[config.mk]
export PLATFORM = sky130hd
export DESIGN_NAME = base64_line_wrapping_encoder_unit
export DESIGN_NICKNAME = d
export VERILOG_FILES = /design/src/rtl/b64lw_pkg.sv /design/src/rtl/b64lw_encode.sv /design/src/rtl/b64lw_serializer.sv /design/src/rtl/base64_line_wrapping_encoder_unit.sv
export SDC_FILE = /design/constraint.sdc
export NUM_CORES = 1
export LEC_CHECK = 0
export BUFFER_PORTS_ARGS = -buffer_cell sky130_fd_sc_hd__buf_4
export CORE_MARGIN = 4
export CORE_UTILIZATION = 40
export CTS_CLUSTER_SIZE = 20
export DETAILED_ROUTE_END_ITERATION = 8
export HOLD_SLACK_MARGIN = 0.08
export PLACE_DENSITY = 0.58
export SLEW_MARGIN = 20
export SYNTH_ARGS = -nofsm -noshare
export SYNTH_HDL_FRONTEND = slang
export SYNTH_SLANG_ARGS = --single-unit
[constraint.sdc]
create_clock -name clk -period 9.1 [get_ports clk]
set_input_delay 1.82 -clock clk [delete_from_list [all_inputs] [get_ports clk]]
set_output_delay 1.82 -clock clk [all_outputs]
set_load 0.02 [all_outputs]
[src/rtl/b64lw_pkg.sv]
// Shared types and constants for the line-wrapping base64 encoder.
// Used by b64lw_encode, b64lw_serializer and the top level; no dependencies.
package b64lw_pkg;

  // Request codes carried in the req_type field.
  localparam logic [1:0] REQ_DATA  = 2'd0;
  localparam logic [1:0] REQ_FLUSH = 2'd1;
  localparam logic [1:0] REQ_INIT  = 2'd2;

  // Characters that the encoder inserts.
  localparam logic [7:0] CHAR_LF  = 8'h0A;
  localparam logic [7:0] CHAR_CR  = 8'h0D;
  localparam logic [7:0] CHAR_PAD = 8'h3D;

  localparam logic [5:0] GPL_RESET = 6'd18;

  // Most characters that a single request can produce.
  localparam int RES_SLOTS = 5;
  localparam int CNT_W     = $clog2(RES_SLOTS + 1);

  typedef struct packed {
    logic [1:0] req_type;
    logic [7:0] data_byte;
  } in_t;

  typedef struct packed {
    logic [7:0] out_char;
    logic       last_of_run;
  } out_t;

  // Characters produced by one request, slot 0 goes out first.
  typedef struct packed {
    logic [RES_SLOTS-1:0][7:0] chars;
    logic [CNT_W-1:0]          count;
  } res_t;

endpackage

[src/rtl/b64lw_encode.sv]
// Encoder state and per-request character generation.
// Depends on b64lw_pkg.
module b64lw_encode (
  input  logic             clk,
  input  logic             rst,
  input  b64lw_pkg::in_t   item,
  input  logic             fire,
  input  logic [5:0]       groups_per_line,
  output b64lw_pkg::res_t  res
);
  import b64lw_pkg::*;

  typedef struct packed {
    logic [23:0] bits;
    logic [1:0]  pos;
    logic [5:0]  gc;
  } st_t;

  typedef struct packed {
    st_t             st;
    logic            done;
    logic            lf;
    logic [3:0][7:0] ch;
  } take_t;

  st_t st;
  st_t st_next;

  function automatic logic [7:0] sextet_char(input logic [5:0] v);
    logic [7:0] w;
    w = {2'b00, v};
    if (v < 6'd26) return 8'h41 + w;
    else if (v < 6'd52) return 8'h61 + w - 8'd26;
    else if (v < 6'd62) return 8'h30 + w - 8'd52;
    else if (v == 6'd62) return 8'h2B;
    else return 8'h2F;
  endfunction

  // Adds one byte to the group; a full group yields four characters and
  // possibly a line feed when the line is full.
  function automatic take_t take(input st_t s, input logic [7:0] ch,
                                 input logic [5:0] gpl);
    take_t r;
    logic [23:0] p;
    logic [5:0]  g;
    p = (s.pos == 2'd0) ? {16'h0000, ch} : {s.bits[15:0], ch};
    r = '0;
    r.st.bits = p;
    r.st.pos  = s.pos + 2'd1;
    r.st.gc   = s.gc;
    if (r.st.pos == 2'd3) begin
      g         = s.gc + 6'd1;
      r.done    = 1'b1;
      r.ch[0]   = sextet_char(p[23:18]);
      r.ch[1]   = sextet_char(p[17:12]);
      r.ch[2]   = sextet_char(p[11:6]);
      r.ch[3]   = sextet_char(p[5:0]);
      r.st.pos  = 2'd0;
      r.st.gc   = g;
      if (g == gpl) begin
        r.lf    = 1'b1;
        r.st.gc = 6'd0;
      end
    end
    return r;
  endfunction

  take_t       t_cr;
  take_t       t_byte;
  take_t       t_sel;
  logic        is_lf;
  logic [23:0] p2;
  logic [23:0] p4;

  always_comb begin
    is_lf   = (item.data_byte == CHAR_LF);
    // A line feed byte is encoded after an inserted carriage return.
    t_cr    = take(st, CHAR_CR, groups_per_line);
    t_byte  = take(is_lf ? t_cr.st : st, item.data_byte, groups_per_line);
    // At most one of the two bytes can complete a group.
    t_sel   = (is_lf && t_cr.done) ? t_cr : t_byte;
    p2      = {st.bits[21:0], 2'b00};
    p4      = {st.bits[19:0], 4'b0000};
    st_next = st;
    res     = '0;
    unique case (item.req_type)
      REQ_DATA: begin
        st_next = t_byte.st;
        if (t_sel.done) begin
          res.chars[0] = t_sel.ch[0];
          res.chars[1] = t_sel.ch[1];
          res.chars[2] = t_sel.ch[2];
          res.chars[3] = t_sel.ch[3];
          res.chars[4] = CHAR_LF;
          res.count    = t_sel.lf ? CNT_W'(5) : CNT_W'(4);
        end
      end
      REQ_FLUSH: begin
        res.count = CNT_W'(5);
        if (st.pos == 2'd2) begin
          st_next.bits = p2;
          res.chars[0] = sextet_char(p2[17:12]);
          res.chars[1] = sextet_char(p2[11:6]);
          res.chars[2] = sextet_char(p2[5:0]);
          res.chars[3] = CHAR_PAD;
          res.chars[4] = CHAR_LF;
        end else if (st.pos == 2'd1) begin
          st_next.bits = p4;
          res.chars[0] = sextet_char(p4[11:6]);
          res.chars[1] = sextet_char(p4[5:0]);
          res.chars[2] = CHAR_PAD;
          res.chars[3] = CHAR_PAD;
          res.chars[4] = CHAR_LF;
        end else begin
          res.chars[0] = CHAR_LF;
          res.count    = CNT_W'(1);
        end
      end
      REQ_INIT: begin
        st_next.pos = 2'd0;
        st_next.gc  = 6'd0;
      end
      default: begin
        st_next = st;
      end
    endcase
  end

  always_ff @(posedge clk) begin
    if (rst) begin
      st <= '0;
    end else if (fire) begin
      st <= st_next;
    end
  end

endmodule

[src/rtl/b64lw_serializer.sv]
// Result buffer that hands out one request's characters, one per ready cycle.
// Depends on b64lw_pkg.
module b64lw_serializer (
  input  logic             clk,
  input  logic             rst,
  input  b64lw_pkg::res_t  res,
  input  logic             load,
  input  logic             chr_ready,
  output logic             chr_valid,
  output b64lw_pkg::out_t  chr_item,
  output logic             free
);
  import b64lw_pkg::*;

  logic [RES_SLOTS-1:0][7:0] chars;
  logic [CNT_W-1:0]          cnt;
  logic                      take_chr;

  assign chr_valid            = (cnt != '0);
  assign take_chr             = chr_valid && chr_ready;
  assign chr_item.out_char    = chars[0];
  assign chr_item.last_of_run = (cnt == CNT_W'(1));
  assign free                 = (cnt == '0) || (chr_ready && cnt == CNT_W'(1));

  always_ff @(posedge clk) begin
    if (rst) begin
      cnt <= '0;
    end else if (load) begin
      cnt <= res.count;
    end else if (take_chr) begin
      cnt <= cnt - CNT_W'(1);
    end
  end

  always_ff @(posedge clk) begin
    if (load) begin
      chars <= res.chars;
    end else if (take_chr) begin
      chars <= {8'h00, chars[RES_SLOTS-1:1]};
    end
  end

endmodule

[src/rtl/base64_line_wrapping_encoder_unit.sv]
// A request is registered in the input register at acceptance and encoded
// from there; its characters load into the result buffer once that is free.
// Throughput: one request per cycle unless the held request waits for the
// result buffer, which sends one character per cycle while chr_ready is high.
// Reset (rst, synchronous): counters, byte position and bits clear, buffer
// empties, groups_per_line returns to 18.
module base64_line_wrapping_encoder_unit (
  input  logic             clk,
  input  logic             rst,
  input  logic             req_valid,
  output logic             req_ready,
  input  b64lw_pkg::in_t   req_item,
  output logic             chr_valid,
  input  logic             chr_ready,
  output b64lw_pkg::out_t  chr_item,
  input  logic             cfg_we,
  input  logic [5:0]       cfg_wdata
);
  import b64lw_pkg::*;

  // Line length register, written directly by the configuration port.
  logic [5:0] groups_per_line;

  // Input register: holds one request until the encoder can take it.
  in_t  hold;
  logic hold_full;

  // Encoder result for the held request, and handoff control.
  res_t res;
  logic buf_free;
  logic advance;
  logic load;

  always_ff @(posedge clk) begin
    if (rst) begin
      groups_per_line <= GPL_RESET;
    end else if (cfg_we) begin
      groups_per_line <= cfg_wdata;
    end
  end

  // The held request moves on when it produces no characters (init, unused
  // codes, partial groups) or when the result buffer is empty or emptying in
  // this cycle. Its state update happens at that same edge, so requests keep order.
  assign advance   = hold_full && ((res.count == '0) || buf_free);
  assign load      = advance && (res.count != '0);
  assign req_ready = !hold_full || advance;

  always_ff @(posedge clk) begin
    if (rst) begin
      hold_full <= 1'b0;
    end else if (req_valid && req_ready) begin
      hold_full <= 1'b1;
    end else if (advance) begin
      hold_full <= 1'b0;
    end
  end

  always_ff @(posedge clk) begin
    if (req_valid && req_ready) begin
      hold <= req_item;
    end
  end

  b64lw_encode u_encode (
    .clk             (clk),
    .rst             (rst),
    .item            (hold),
    .fire            (advance),
    .groups_per_line (groups_per_line),
    .res             (res)
  );

  b64lw_serializer u_serializer (
    .clk       (clk),
    .rst       (rst),
    .res       (res),
    .load      (load),
    .chr_ready (chr_ready),
    .chr_valid (chr_valid),
    .chr_item  (chr_item),
    .free      (buf_free)
  );

  // A request never yields a character count other than none, one line
  // feed, a group of four, or five.
  a_count_legal : assert property (@(posedge clk) disable iff (rst)
    hold_full |-> (res.count == CNT_W'(0) || res.count == CNT_W'(1) ||
                   res.count == CNT_W'(4) || res.count == CNT_W'(5)))
    else $error("illegal character count from encoder");

  // A flush always ends its line; an init never emits anything.
  a_flush_emits : assert property (@(posedge clk) disable iff (rst)
    (hold_full && hold.req_type == REQ_FLUSH) |-> (res.count != '0))
    else $error("flush produced no characters");

  a_init_silent : assert property (@(posedge clk) disable iff (rst)
    (hold_full && hold.req_type == REQ_INIT) |-> (res.count == '0))
    else $error("init produced characters");

  // Loading the buffer leaves a character on offer in the next cycle.
  a_load_offers : assert property (@(posedge clk) disable iff (rst)
    load |=> chr_valid)
    else $error("loaded result not offered");

endmodule

==> impl_metrics.ini <==
[placement]
port_buffers = 31
dpl_cell_area_um2 = 9930
place_ws_ns = 3.97
place_congestion = 0.969
dpl.cell_count = 1592
dp_hpwl_um = 23100

[floorplan]
die_x_um = 163
die_h_um = 163
dieArea_um2 = 26400
initial_core_util = 0.407
ioPinCount = 32
row_count = 56
core_um2 = 23500

[clock_tree]
cts_setup_buffers = 0
clock_latency_ns = 0.35
cts_tree = done
cts_sinks = 77
cts_buffers = 9
cts_root_buf = clkbuf_16
h-tree-depth = 3
post_cts_resized = 0
clockBufferDepth = 2
path_clk_slew_ns = 0.06
holdBufCountCts = 0

[critical_path]
reg2reg_slack_ns = 4.19
critPathKind = flop to primary output
crit_fanout = 27
worstPathRequired_ns = 7.28
crit_path_end_kind = primary output
cp.arrival_ns = 3.71
startpoint_type = flop

[drt]
drc_errors = 0
totalWireLength_um = 31400
drtIter0Drc = 1009
via_per_inst = 6.01
drtAntennaViolNets = 0
drtPass1Iterations = 6
wl_per_cell_um = 19.5
vias = 9666

[finish]
nets = 1407
stdcell_count = 1608
num_antenna_cells = 0
mostFrequentLayoutCell = nor2_1
drive_above_1_share = 0.0636
area_growth_pct = 6.64
post-route-util = 0.434
mostFrequentLayoutCells = 132 x nor2_1, 131 x nand2_1, 128 x a21oi_1
fin_area_um2 = 10200

[run_status]
status = finished, final reports clean

[grt]
grt_max_degree = 57
grt_pass1_vias = 8820
antenna_found_initial = 0
overflow = 0
grt_first_pass_wirelength_um = 49200
track_usage = 0.233

[synth]
synthDistinctLibCells = 79
synth_top_cell_by_area = edfxtp_1
synth_fp_nets = 1443
synth_top_area_frac = 0.135
synth_warnings = 0
synth_ff_type = edfxtp_1
netlist_instances = 1320
synth-edff-count = 43
synthArstFlopShare = 0
yosysSeqAreaShare = 0.206
avgSynthCellArea_um2 = 7.24
synth.area.top_cells = edfxtp_1 14%, ha_1 13%, dfxtp_1 7.1%
syn_area_um2 = 9560
ys_ff_latch = 77

[timing]
setup_viol = 0
finClkSkew_ns = 0.00645
holdWs_ns = 0.518
final.setup.tns_ns = 0
rsz0062_at_grt = false
hold_viol_final = 0
max_freq_mhz = 181
worstMarginPinSlew_ns = 1.12
period_share = 0.608
slew_headroom = 0.250
fin_crit_ns = 5.53
setup_ws_ns = 3.57
slew_viol_final = 0

[power_and_ir_drop]
leakagePower_nw = 3.88
finalPower_mw = 1.06
powerDensity_nw_per_um2 = 104
vdd_drop_max_uv = 94.6

[min_path]
worstHoldPathType = flop to flop

[run]
maxCapViolations = 0
==> layer usage <==
metal | wire length, µm | part of all wire | track usage
met1 | 14400 | 0.46 | 0.337
met2 | 13600 | 0.43 | 0.353
met3 | 2400 | 0.076 | 0.0385
met4 | 972 | 0.031 | 0.0747
met5 | 0 | 0 | 0
==> critical path: stages (launching register included) <==
cell	delay, ns
edfxtp_1	0.52
inv_1	0.17
ha_1	0.20
nand4_2	0.68
o21a_1	0.59
nand2_1	0.25
nor2_1	0.08
or4b_2	0.67
buf_4	0.19
==> registers in the layout, summed over array words and instances, names as in the netlist <==
name / cells
groups_per_line: 6
hold: 10
hold_full: 1
u_encode.p2: 16
u_encode.st: 8
u_serializer.chars: 25
u_serializer.chr_item: 8
u_serializer.cnt: 3
==> where the power goes <==
group / total (mW) / internal [mW] / switching, mW
combinational: 0.251 / 0.0877 / 0.163
sequential: 0.467 / 0.436 / 0.0307
clock: 0.340 / 0.184 / 0.156
total: 1.06 / 0.708 / 0.349
==> cell families (layout without fill, tap and decap cells) <==
group	after synthesis	after routing	share of synthesized area
adder cells (fa/ha/maj)	102	102	0.134
flip-flops	77	77	0.206
AND/OR/NAND/NOR	459	459	0.225
AO/OA/AOI/OAI	433	433	0.287
XOR/XNOR	65	65	0.0603
multiplexers	15	15	0.0157
buffers and inverters	169	138	0.0717
==> final cells by class <==
class,instances,area (µm²)
clock buffers,12,236
multi-input cells,1074,6910
clock inverters,4,25.0
repair buffers,50,375
inverters,72,270
flip-flops and latches,77,1970
fillers,2452,13300
well taps,319,399
==> cells in the mapped netlist, types with 3 or more instances <==
cell type / n
clkbuf_1: 72
nor2b_1: 24
a31oi_1: 27
or2_2: 4
dfxtp_1: 34
a221o_1: 3
nor3_1: 44
nor2_1: 132
o211ai_1: 15
a221oi_1: 15
o21ai_0: 113
or3_1: 6
nand2b_1: 40
a21o_1: 9
ha_1: 102
o31ai_1: 14
buf_2: 8
xnor2_1: 42
inv_1: 71
and3_1: 9
a32oi_1: 5
o21a_1: 4
o311ai_0: 7
and2_1: 4
buf_1: 7
a21oi_1: 128
a22oi_1: 7
o32ai_1: 5
o211a_1: 4
and4_1: 3
o22ai_1: 11
xor2_1: 22
edfxtp_1: 43
nor4_1: 4
a21boi_0: 4
mux2i_1: 15
nand3_1: 37
a211oi_1: 22
a311oi_1: 5
nand4_1: 9
nand2_1: 131
o221ai_1: 6
a211o_1: 3
buf_4: 9
==> worst paths after layout <==
kind	start	end	cells after the start
hold reg to reg	u_serializer.cnt[1]	u_serializer.cnt[1]	2
hold / removal	u_serializer.cnt[1]	u_serializer.cnt[1]	2
setup / recovery	hold[7]	req_ready	8
setup reg to reg	hold[7]	u_serializer.chars[17]	16
Note: power is estimated with default switching activity, not from simulation.
